`src/rtl/mhpq_pkg.sv`:
```
`timescale 1ns / 1ps

package mhpq_pkg;

    // heap size and derived widths
    localparam int CAPACITY = 64;
    localparam int KEY_W    = 8;
    localparam int CNT_W    = $clog2(CAPACITY + 1);
    localparam int POS_W    = CNT_W + 1;
    localparam int ADDR_W   = $clog2(CAPACITY);
    localparam int OCNT_W   = 7;

    // command codes carried on the input tuser
    localparam logic CMD_INSERT  = 1'b0;
    localparam logic CMD_EXTRACT = 1'b1;

    // result status codes
    localparam logic [1:0] STATUS_OK       = 2'd0;
    localparam logic [1:0] STATUS_OVERFLOW = 2'd1;
    localparam logic [1:0] STATUS_EMPTY    = 2'd2;

    localparam logic signed [KEY_W-1:0] EMPTY_KEY = -8'sd1;

    typedef enum logic [2:0] {
        ST_IDLE,
        ST_EX_LOAD,
        ST_UP_RD,
        ST_UP_CMP,
        ST_DN_RD,
        ST_DN_CMP,
        ST_DONE
    } state_t;

    // one-based heap position to zero-based ram address
    function automatic logic [ADDR_W-1:0] addr_of(input logic [POS_W-1:0] pos);
        logic [POS_W-1:0] zb;
        zb = pos - POS_W'(1);
        return zb[ADDR_W-1:0];
    endfunction

endpackage

```
`src/rtl/mhpq_ram.sv`:
```
`timescale 1ns / 1ps

module mhpq_ram #(
    parameter int WIDTH = 8,
    parameter int DEPTH = 64
) (
    input  logic                     clk,
    input  logic                     we,
    input  logic [$clog2(DEPTH)-1:0] waddr,
    input  logic [WIDTH-1:0]         wdata,
    input  logic [$clog2(DEPTH)-1:0] raddr_a,
    output logic [WIDTH-1:0]         rdata_a,
    input  logic [$clog2(DEPTH)-1:0] raddr_b,
    output logic [WIDTH-1:0]         rdata_b
);

    logic [WIDTH-1:0] mem [DEPTH];

    // one write port, two registered read ports
    always_ff @(posedge clk)
    begin
        if (we)
        begin
            mem[waddr] <= wdata;
        end
        rdata_a <= mem[raddr_a];
        rdata_b <= mem[raddr_b];
    end

endmodule

```
`src/rtl/min_heap_priority_queue.sv`:
```
`timescale 1ns / 1ps

// Binary min-heap priority queue of signed 8-bit keys.
// Input channel s_*: s_tuser is the command (0 insert, 1 extract minimum),
// s_tdata the key to insert. One input transfer gives exactly one result.
// Output channel m_*: m_tdata carries the extracted key (-1 when empty, 0 on
// insert) and the entry count after the operation, m_tuser the status
// (0 ok, 1 overflow on insert, 2 empty on extract).
// The heap lives in a two-read, one-write ram; one compare unit walks the
// tree one level at a time, each level a ram read state, then a compare and
// write state. An insert climbs at most 6 levels at 64 entries; once the key
// reaches the root it is written there without a compare. An extract first
// loads the root and the last entry, then descends, or goes straight to the
// done state when it removes the only entry. Overflow and empty cases go
// from idle straight to the done state.
// Only one operation is in flight: s_tready is high only while idle, so the
// next transfer is taken at the earliest in the cycle in which the result is
// presented.
// The result is held in an output register; when the receiver stalls, the
// next result waits in the sequencer and no new input is taken.
// Reset empties the heap at once (count cleared, no ram sweep) and drops any
// pending result.

module min_heap_priority_queue (
    input  logic        clk,
    input  logic        rst_n,
    input  logic        s_tvalid,
    output logic        s_tready,
    input  logic [7:0]  s_tdata,   // [7:0] key_in
    input  logic        s_tuser,   // [0] command
    output logic        m_tvalid,
    input  logic        m_tready,
    output logic [15:0] m_tdata,   // [7:0] key_out, [14:8] entry_count, [15] zero
    output logic [1:0]  m_tuser    // [1:0] status
);

    localparam int KEY_W  = mhpq_pkg::KEY_W;
    localparam int CNT_W  = mhpq_pkg::CNT_W;
    localparam int POS_W  = mhpq_pkg::POS_W;
    localparam int ADDR_W = mhpq_pkg::ADDR_W;
    localparam int OCNT_W = mhpq_pkg::OCNT_W;

    mhpq_pkg::state_t state_reg, state_next;

    logic [CNT_W-1:0]        count_reg, count_next;
    logic [POS_W-1:0]        pos_reg, pos_next;
    logic signed [KEY_W-1:0] key_reg, key_next;
    logic signed [KEY_W-1:0] res_key_reg, res_key_next;
    logic [1:0]              res_status_reg, res_status_next;

    logic                    out_valid_reg, out_valid_next;
    logic signed [KEY_W-1:0] out_key_reg, out_key_next;
    logic [1:0]              out_status_reg, out_status_next;
    logic [OCNT_W-1:0]       out_count_reg, out_count_next;

    logic              ram_we;
    logic [ADDR_W-1:0] ram_waddr;
    logic [KEY_W-1:0]  ram_wdata;
    logic [ADDR_W-1:0] ram_raddr_a;
    logic [ADDR_W-1:0] ram_raddr_b;
    logic [KEY_W-1:0]  ram_rdata_a;
    logic [KEY_W-1:0]  ram_rdata_b;

    logic                    in_xfer;
    logic                    out_free;
    logic [POS_W-1:0]        parent_pos;
    logic [POS_W-1:0]        child1_pos;
    logic [POS_W-1:0]        child2_pos;
    logic                    child1_ok;
    logic                    child2_ok;
    logic                    take_second;
    logic [POS_W-1:0]        best_pos;
    logic signed [KEY_W-1:0] best_key;
    logic signed [KEY_W-1:0] rd_a;
    logic signed [KEY_W-1:0] rd_b;

    mhpq_ram #(
        .WIDTH (KEY_W),
        .DEPTH (mhpq_pkg::CAPACITY)
    ) u_heap_ram (
        .clk     (clk),
        .we      (ram_we),
        .waddr   (ram_waddr),
        .wdata   (ram_wdata),
        .raddr_a (ram_raddr_a),
        .rdata_a (ram_rdata_a),
        .raddr_b (ram_raddr_b),
        .rdata_b (ram_rdata_b)
    );

    assign s_tready = (state_reg == mhpq_pkg::ST_IDLE);
    assign in_xfer  = s_tvalid && s_tready;
    assign out_free = !out_valid_reg || m_tready;

    assign m_tvalid = out_valid_reg;
    assign m_tdata  = {1'b0, out_count_reg, out_key_reg};
    assign m_tuser  = out_status_reg;

    // tree neighbors of the hole and the shared compare
    assign rd_a        = $signed(ram_rdata_a);
    assign rd_b        = $signed(ram_rdata_b);
    assign parent_pos  = pos_reg >> 1;
    assign child1_pos  = {pos_reg[POS_W-2:0], 1'b0};
    assign child2_pos  = {pos_reg[POS_W-2:0], 1'b1};
    assign child1_ok   = (child1_pos <= POS_W'(count_reg));
    assign child2_ok   = (child2_pos <= POS_W'(count_reg));
    assign take_second = child2_ok && (rd_b < rd_a);
    assign best_pos    = take_second ? child2_pos : child1_pos;
    assign best_key    = take_second ? rd_b : rd_a;

    // sequencer: next state, ram control, result
    always_comb
    begin
        state_next      = state_reg;
        count_next      = count_reg;
        pos_next        = pos_reg;
        key_next        = key_reg;
        res_key_next    = res_key_reg;
        res_status_next = res_status_reg;
        out_valid_next  = out_valid_reg && !m_tready;
        out_key_next    = out_key_reg;
        out_status_next = out_status_reg;
        out_count_next  = out_count_reg;
        ram_we          = 1'b0;
        ram_waddr       = '0;
        ram_wdata       = key_reg;
        ram_raddr_a     = '0;
        ram_raddr_b     = '0;

        unique case (state_reg)
            mhpq_pkg::ST_IDLE:
            begin
                // root and last entry are fetched in case this is an extract
                ram_raddr_a = '0;
                ram_raddr_b = ADDR_W'(count_reg - CNT_W'(1));
                if (in_xfer)
                begin
                    res_status_next = mhpq_pkg::STATUS_OK;
                    res_key_next    = '0;
                    if (s_tuser == mhpq_pkg::CMD_INSERT)
                    begin
                        if (count_reg >= CNT_W'(mhpq_pkg::CAPACITY))
                        begin
                            res_status_next = mhpq_pkg::STATUS_OVERFLOW;
                            state_next      = mhpq_pkg::ST_DONE;
                        end
                        else
                        begin
                            count_next = count_reg + CNT_W'(1);
                            pos_next   = POS_W'(count_reg) + POS_W'(1);
                            key_next   = $signed(s_tdata);
                            state_next = mhpq_pkg::ST_UP_RD;
                        end
                    end
                    else
                    begin
                        if (count_reg == '0)
                        begin
                            res_key_next    = mhpq_pkg::EMPTY_KEY;
                            res_status_next = mhpq_pkg::STATUS_EMPTY;
                            state_next      = mhpq_pkg::ST_DONE;
                        end
                        else
                        begin
                            count_next = count_reg - CNT_W'(1);
                            state_next = mhpq_pkg::ST_EX_LOAD;
                        end
                    end
                end
            end

            mhpq_pkg::ST_EX_LOAD:
            begin
                // root goes out, last entry becomes the moving key at the root
                res_key_next = rd_a;
                key_next     = rd_b;
                pos_next     = POS_W'(1);
                state_next   = (count_reg == '0) ? mhpq_pkg::ST_DONE : mhpq_pkg::ST_DN_RD;
            end

            mhpq_pkg::ST_UP_RD:
            begin
                if (pos_reg == POS_W'(1))
                begin
                    ram_we     = 1'b1;
                    ram_waddr  = mhpq_pkg::addr_of(pos_reg);
                    ram_wdata  = key_reg;
                    state_next = mhpq_pkg::ST_DONE;
                end
                else
                begin
                    ram_raddr_a = mhpq_pkg::addr_of(parent_pos);
                    state_next  = mhpq_pkg::ST_UP_CMP;
                end
            end

            mhpq_pkg::ST_UP_CMP:
            begin
                // parent moves down into the hole while strictly greater
                ram_we    = 1'b1;
                ram_waddr = mhpq_pkg::addr_of(pos_reg);
                if (rd_a > key_reg)
                begin
                    ram_wdata  = ram_rdata_a;
                    pos_next   = parent_pos;
                    state_next = mhpq_pkg::ST_UP_RD;
                end
                else
                begin
                    ram_wdata  = key_reg;
                    state_next = mhpq_pkg::ST_DONE;
                end
            end

            mhpq_pkg::ST_DN_RD:
            begin
                ram_raddr_a = mhpq_pkg::addr_of(child1_pos);
                ram_raddr_b = mhpq_pkg::addr_of(child2_pos);
                state_next  = mhpq_pkg::ST_DN_CMP;
            end

            mhpq_pkg::ST_DN_CMP:
            begin
                // smaller child moves up while the key is strictly greater
                ram_we    = 1'b1;
                ram_waddr = mhpq_pkg::addr_of(pos_reg);
                if (child1_ok && (key_reg > best_key))
                begin
                    ram_wdata  = best_key;
                    pos_next   = best_pos;
                    state_next = mhpq_pkg::ST_DN_RD;
                end
                else
                begin
                    ram_wdata  = key_reg;
                    state_next = mhpq_pkg::ST_DONE;
                end
            end

            mhpq_pkg::ST_DONE:
            begin
                if (out_free)
                begin
                    out_valid_next  = 1'b1;
                    out_key_next    = res_key_reg;
                    out_status_next = res_status_reg;
                    out_count_next  = OCNT_W'(count_reg);
                    state_next      = mhpq_pkg::ST_IDLE;
                end
            end

            default:
            begin
                state_next = mhpq_pkg::ST_IDLE;
            end
        endcase
    end

    // control registers
    always_ff @(posedge clk or negedge rst_n)
    begin
        if (!rst_n)
        begin
            state_reg     <= mhpq_pkg::ST_IDLE;
            count_reg     <= '0;
            out_valid_reg <= 1'b0;
        end
        else
        begin
            state_reg     <= state_next;
            count_reg     <= count_next;
            out_valid_reg <= out_valid_next;
        end
    end

    // payload registers
    always_ff @(posedge clk)
    begin
        pos_reg        <= pos_next;
        key_reg        <= key_next;
        res_key_reg    <= res_key_next;
        res_status_reg <= res_status_next;
        out_key_reg    <= out_key_next;
        out_status_reg <= out_status_next;
        out_count_reg  <= out_count_next;
    end

`ifndef SYNTHESIS
    a_count_bound: assert property (@(posedge clk) disable iff (!rst_n)
        count_reg <= CNT_W'(mhpq_pkg::CAPACITY))
        else $error("entry count above capacity");

    a_hole_in_heap: assert property (@(posedge clk) disable iff (!rst_n)
        (state_reg == mhpq_pkg::ST_UP_CMP || state_reg == mhpq_pkg::ST_DN_CMP)
        |-> (pos_reg >= POS_W'(1) && pos_reg <= POS_W'(count_reg)))
        else $error("sift position outside the heap");

    a_empty_extract: assert property (@(posedge clk) disable iff (!rst_n)
        (in_xfer && s_tuser == mhpq_pkg::CMD_EXTRACT && count_reg == '0)
        |=> (state_reg == mhpq_pkg::ST_DONE && res_status_reg == mhpq_pkg::STATUS_EMPTY
             && count_reg == '0))
        else $error("extract from empty heap not reported");

    a_write_in_sift: assert property (@(posedge clk) disable iff (!rst_n)
        ram_we |-> (state_reg == mhpq_pkg::ST_UP_RD || state_reg == mhpq_pkg::ST_UP_CMP
                    || state_reg == mhpq_pkg::ST_DN_CMP))
        else $error("heap write outside a sift");
`endif

endmodule
```
`config.mk`:
```
export PLATFORM = sky130hd
export DESIGN_NAME = min_heap_priority_queue
export DESIGN_NICKNAME = d
export VERILOG_FILES = /design/src/rtl/mhpq_pkg.sv /design/src/rtl/mhpq_ram.sv /design/src/rtl/min_heap_priority_queue.sv
export SDC_FILE = /design/constraint.sdc
export NUM_CORES = 1
export LEC_CHECK = 0
export ABC_AREA = 0
export BUFFER_PORTS_ARGS = -buffer_cell sky130_fd_sc_hd__buf_2
export CAP_MARGIN = 25
export CORE_ASPECT_RATIO = 2
export CORE_MARGIN = 2
export CORE_UTILIZATION = 55
export CTS_BUF_LIST = sky130_fd_sc_hd__clkbuf_8 sky130_fd_sc_hd__clkbuf_16
export CTS_CLUSTER_SIZE = 30
export DETAILED_ROUTE_END_ITERATION = 10
export HOLD_SLACK_MARGIN = 0.15
export PLACE_DENSITY = 0.69
export SLEW_MARGIN = 5
export SYNTH_ARGS = -nofsm -noshare
export SYNTH_HDL_FRONTEND = slang
export SYNTH_HIERARCHICAL = 1
export SYNTH_SLANG_ARGS = --single-unit
```
`constraint.sdc`:
```
create_clock -name clk -period 6.7 [get_ports clk]
set_input_delay 0 -clock clk [delete_from_list [all_inputs] [get_ports clk]]
set_output_delay 0 -clock clk [all_outputs]
set_load 0.02 [all_outputs]
```
Yosys cells after proc, flatten, opt, wreduce, memory -nomap -nowiden

Memory sizes are Yosys's and may differ from the RTL's. A register that Yosys moved wholly into a read port is not among the register bits.
Cells that the tools add are included.

Mux-type cells: 46
$lt $le $gt $ge: 6
Equality and inequality tests: 15
Reductions and logical operators: 19
Add/subtract/negate cells: 7

Operators with widths:

| cell                  | number |
|---|---|
| $mux W8               | 14 |
| $pmux W8 S2           | 3 |
| $pmux W6 S2           | 3 |
| $pmux W8 S4           | 1 |
| $sub A6 B1 Y6 const B | 4 |
| $mux W3               | 7 |
| $mux W7               | 3 |
| $pmux W3 S7           | 1 |
| $gt A8 B8 Y1          | 2 |
| $le A8 B7 Y1          | 2 |
| $ne A2 B2 Y1 const B  | 7 |
| $mux W6               | 2 |
| $eq A3 B3 Y1 const B  | 3 |
| $add A7 B1 Y8 const B | 1 |
| $eq A8 B1 Y1 const B  | 1 |
| $lt A8 B8 Y1          | 1 |
| $mux W2               | 4 |
| $reduce_and A2 Y1     | 4 |
| $reduce_and A4 Y1     | 2 |
| $add A7 B1 Y7 const B | 1 |
| $ge A7 B7 Y1 const B  | 1 |
| $logic_not A7 Y1      | 1 |
| $mux W1               | 7 |
| $sub A7 B1 Y7 const B | 1 |
| other kinds (12)      | 17 |

Output and inout bits: 20
Memories: 1
Logic and storage cells: 104
Flip-flop bits (word level): 54
Bits in writable memories: 512

Memories:

| name           | depth | width | read ports | clocked after memory_dff | write ports | line           | source |
|---|---|---|---|---|---|---|---|
| u_heap_ram.mem | 64    | 8     | 2          | 2                        | 1           | mhpq_ram.sv:17 | `logic [WIDTH-1:0] mem [DEPTH];` |

Longest topological paths before layout

Word-level depth: 7
Depth in mapped cells: 17

By module

Netlist, hierarchy kept.

Modules (own cells, without submodules):

| module                  | cells an instance | area each (um^2) | instances | seq. area each (um^2) |
|---|---|---|---|---|
| mhpq_ram                | 1211              | 24274.5          | 1         | 15695.1 |
| min_heap_priority_queue | 449               | 4276.6           | 1         | 1566.5 |

Worst setup path after synthesis

OpenSTA, ideal clock, no wires.

Path type: flip-flop to flip-flop
From: register count_reg[5]
To: memory u_heap_ram.mem[0][0] (data pin)
Period minus slack after synthesis: 5.901 ns
Required time: 6.133 ns
Arrival: 5.335 ns
Buffers on the path: 2
Stages on the path, launching flop included: 17
Library setup time: 0.567 ns
Path slack: 0.799 ns
Cell sequence: dfrtp_1 clkbuf_1 inv_1 ha_1 a21oi_1 nor2b_1 o31a_1 buf_6 a21oi_2 o22ai_1 nand2b_1 ha_1 a21o_1 a2111o_1 o211ai_2 o21ai_1 o221ai_1

Longest elaborated chain between the ends: 7
Elaborated cells between the ends (all ways): 8
Classes of those cells: 3 x order compare; 3 x mux; 2 x reduce/logical

RTL lines:

| item                   | line                           | source |
|---|---|---|
| start, declared        | min_heap_priority_queue.sv:45  | `logic [CNT_W-1:0] count_reg, count_next;` |
| start signal, assigned | min_heap_priority_queue.sv:271 | `count_reg <= count_next;` |
| $le A8 B7 Y1           | min_heap_priority_queue.sv:106 | `assign child2_ok = (child2_pos <= POS_W'(count_reg));` |
| $logic_and A1 B1 Y1    | min_heap_priority_queue.sv:107 | `assign take_second = child2_ok && (rd_b < rd_a);` |
| $mux W8                | min_heap_priority_queue.sv:109 | `assign best_key = take_second ? rd_b : rd_a;` |
| $gt A8 B8 Y1           | min_heap_priority_queue.sv:227 | `if (child1_ok && (key_reg > best_key))` |
| $logic_and A1 B1 Y1    | min_heap_priority_queue.sv:227 |  |
| $mux W8 (*)            | min_heap_priority_queue.sv:227 |  |
| $pmux W8 S2 (*)        | min_heap_priority_queue.sv:130 | `unique case (state_reg)` |
| named net ram_wdata[0] | min_heap_priority_queue.sv:58  | `logic [KEY_W-1:0] ram_wdata;` |
| end, declared          | mhpq_ram.sv:17                 |  |

Mark *: on every way through the listed nets, which the timed path passes. The rest lies on a longest branch.

Worst setup path in the final report

From: register count_reg[5]
To: memory u_heap_ram.mem[23][0] (data pin)

The elaborated chain is that of the path after synthesis.

==> qor.yml <==
syn_avg_cell_area_um2: 17.20
syn_to_final_growth_pct: 10.81
clkTransAtPathRegs_ns: 0.07
tightest_slew_ns: 1.097
ant_nets: 0
synth_area_leaders: "edfxtp_1, mux4_2, mux2i_1, ha_1, nor2_1"
start_util_pct: 55.41
crit_arrival_ns: 6.31
yosys.cell_types.count: 78
grt_pass1_wl_mm: 119.9
final-hold-violation-count: 0
io_buffers: 31
fp.dieH_um: 326.2
skew_ns: 0.02052
via_per_inst: 7.039
worstSetupPathType: "register to register"
grt_antenna_before_repair: 2
overflow: 0
crit_fanout: 37
ff2ff_path_depth: 16
place_worst_setup_slack_ns: 0.8578
grt_start_max_net_pins: 85
ys_seq_area_share_pct: 60.46
hold_ws_ns: 0.2483
syn_inst: 1660
fp.dieArea_um2: 53860
yosys.area.top_type_share_pct: 58.37
drtIter0Drc: 2088
clock-sinks: 582
power_density_nw_per_um2: 503.3
rsz0062_at_grt: "no"
num-nets-final: 1773
power_mw: 15.92
coreArea_um2: 51530
routed_wl_mm: 83.47
max-cap-violations: 0
die_w_um: 165.1
yosys_warnings: 6
ios: 33
setup_slack_ns: 0.7968
gp_congestion: 0.9780
max_freq_mhz: 169.4
max_slew_margin_pct: 26.63
htree_levels: 2
synthArstFlopShare_pct: 1.890
wl_per_cell_um: 34.42
crit_path_top_delay_cell: "o221ai_4"
synth_edf_count: 555
rows: 118
largest_register_ffs: 512
reg2reg_from: "count_reg[5]$_DFFE_PN0P_"
cts_tree: "yes"
finalMaxSlewViolations: 0
min_from: "s_tdata[4]"
fin_crit_sh_pct: 88.11
path_cells: "inv_1, ha_1, a21oi_1, nor2b_1, o31a_1, o311ai_1, a311oi_1, ha_1, nor2b_1, o211ai_1, a21oi_1, o211ai_2, o21ai_1, buf_4, o221ai_4, buf_4"
final_common_cell: "edfxtp_1"
final_cell_mix: "edfxtp_1, mux4_2, nor2_1"
ctsLongestPathBuffers: 3
regMostFlops: "u_heap_ram/mem"
r2r-end: "u_heap_ram/mem[23][0]$_DFFE_PP_"
via_count: 17070
crit_buf_inv: 3
fillers: 3644
cp-start-kind: "register"
end_kind: "register"
synth_seq_cells: 582
cts_buffers: 50
ir_drop_uv: 473.9
status: "finished clean"
worst-path-stages: 16
required_ns: 7.10
root_buffer: "clkbuf_16"
clock_latency_ns: 0.61
synth_largest_area_cell: "edfxtp_1"
cpPeakStageDelay_ns: 0.79
hp-class: "primary input to register"
dp_hpwl_mm: 57.38
drive_above_1_share_pct: 28.63
grt_pass1_vias: 17810
synth_area_um2: 28550
hold_path_depth: 3
grtUsageTotal_pct: 31.79
timing.reg2reg.setup_slack_ns: 0.80
hold_path_end: "key_reg[4]$_DFFE_PP_"
cpLargestDelayFamily: "compound AO/OA/AOI/OAI gates"
tns_ns: 0
p_leak_nw: 9.977
synthFlopType: "edfxtp_1"
min_period_ns: 5.903
syn_nets: 1709
setup_viol: 0
firstDrtPassIters: 5
drc: 0
==> layer usage <==
metal	vias up	wire length (µm)	GRT usage [%]
li1	7036	-	-
met1	8870	25650	33.53
met2	871	44800	55.69
met3	290	5547	5.853
met4	2	7449	23.38
met5	-	16	0
==> power by group <==
part           internal, mW  switching [mW]  total [mW]
combinational          3.23            4.90        8.12
sequential             4.65           0.268        4.92
clock                  1.52            1.35        2.88
total                  9.41            6.52        15.9
==> tightest hold or removal path, cell delays in order <==
cell and delay [ns]:
dlygate4sd3_1 0.52, buf_2 0.09, mux2_2 0.13
==> metrics by stage <==
step	utilization, %	instances	instance area, µm²
floorplan	-	1660	28550
global placement	57.59	2293	29670
detailed placement	57.91	2311	29840
CTS	61.26	2417	31570
global route	61.40	2425	31640
finish	61.40	2425	31640
==> cell usage after synthesis (all sizes together), types with 7 or more instances <==
master / number
ha: 36
mux4: 270
dfxtp: 16
a22oi: 16
o22ai: 35
o211ai: 21
o21ai: 38
nor2b: 13
dfrtp: 11
nor3: 14
a22o: 13
xnor2: 16
nand4: 10
inv: 38
o31a: 10
buf: 70
mux2i: 68
nand2b: 16
a21oi: 30
mux2: 11
nand2: 61
clkbuf: 49
nor2: 106
a221oi: 7
o221ai: 10
o311ai: 8
nand3: 32
edfxtp: 555
a21o: 11
==> how the worst max path moves through the flow <==
stage	start	end	slack (ns)
finish	count_reg[5]$_DFFE_PN0P_	u_heap_ram/mem[23][0]$_DFFE_PP_	0.80
global route	count_reg[5]$_DFFE_PN0P_	u_heap_ram/mem[10][0]$_DFFE_PP_	0.55
CTS	count_reg[5]$_DFFE_PN0P_	u_heap_ram/mem[23][3]$_DFFE_PP_	0.81
detailed placement	count_reg[5]$_DFFE_PN0P_	u_heap_ram/mem[22][3]$_DFFE_PP_	0.86
global placement	count_reg[5]$_DFFE_PN0P_	u_heap_ram/mem[54][0]$_DFFE_PP_	0.95
floorplan	count_reg[5]$_DFFE_PN0P_	u_heap_ram/mem[0][0]$_DFFE_PP_	0.80
==> layout make-up <==
type	instances	area (µm²)	share of cell area (%)
Antenna cell	1	2.502	0.007910
Clock buffer	50	1251	3.955
Clock inverter	42	335.3	1.060
Inverter	39	146.4	0.4627
Multi-Input combinational cell	920	10740	33.95
Sequential cell	582	17260	54.56
Tap cell	660	825.8	2.610
Timing Repair Buffer	131	1075	3.397
==> timing repair <==
action | CTS | global route
setup buffers | 0 | 0
gates resized for setup | 0 | 0
hold endpoints to repair | 42 | 0
hold buffers | 14 | 0
==> cells by family (layout without fill, tap and decap cells) <==
logic type / count (synthesis) / after routing / share of synthesized area (%)
AOI/OAI and AO/OA: 228 / 228 / 5.772
xor gates and xnor gates: 22 / 22 / 0.6749
adders and majority gates: 36 / 36 / 1.578
buffers and inverters: 158 / 262 / 2.568
DFF: 582 / 582 / 60.46
muxes: 349 / 349 / 24.12
other: 1 / 2 / 0.01313
and+or+nand+nor: 284 / 284 / 4.821
No activity file was read; power rests on OpenSTA's default activity.
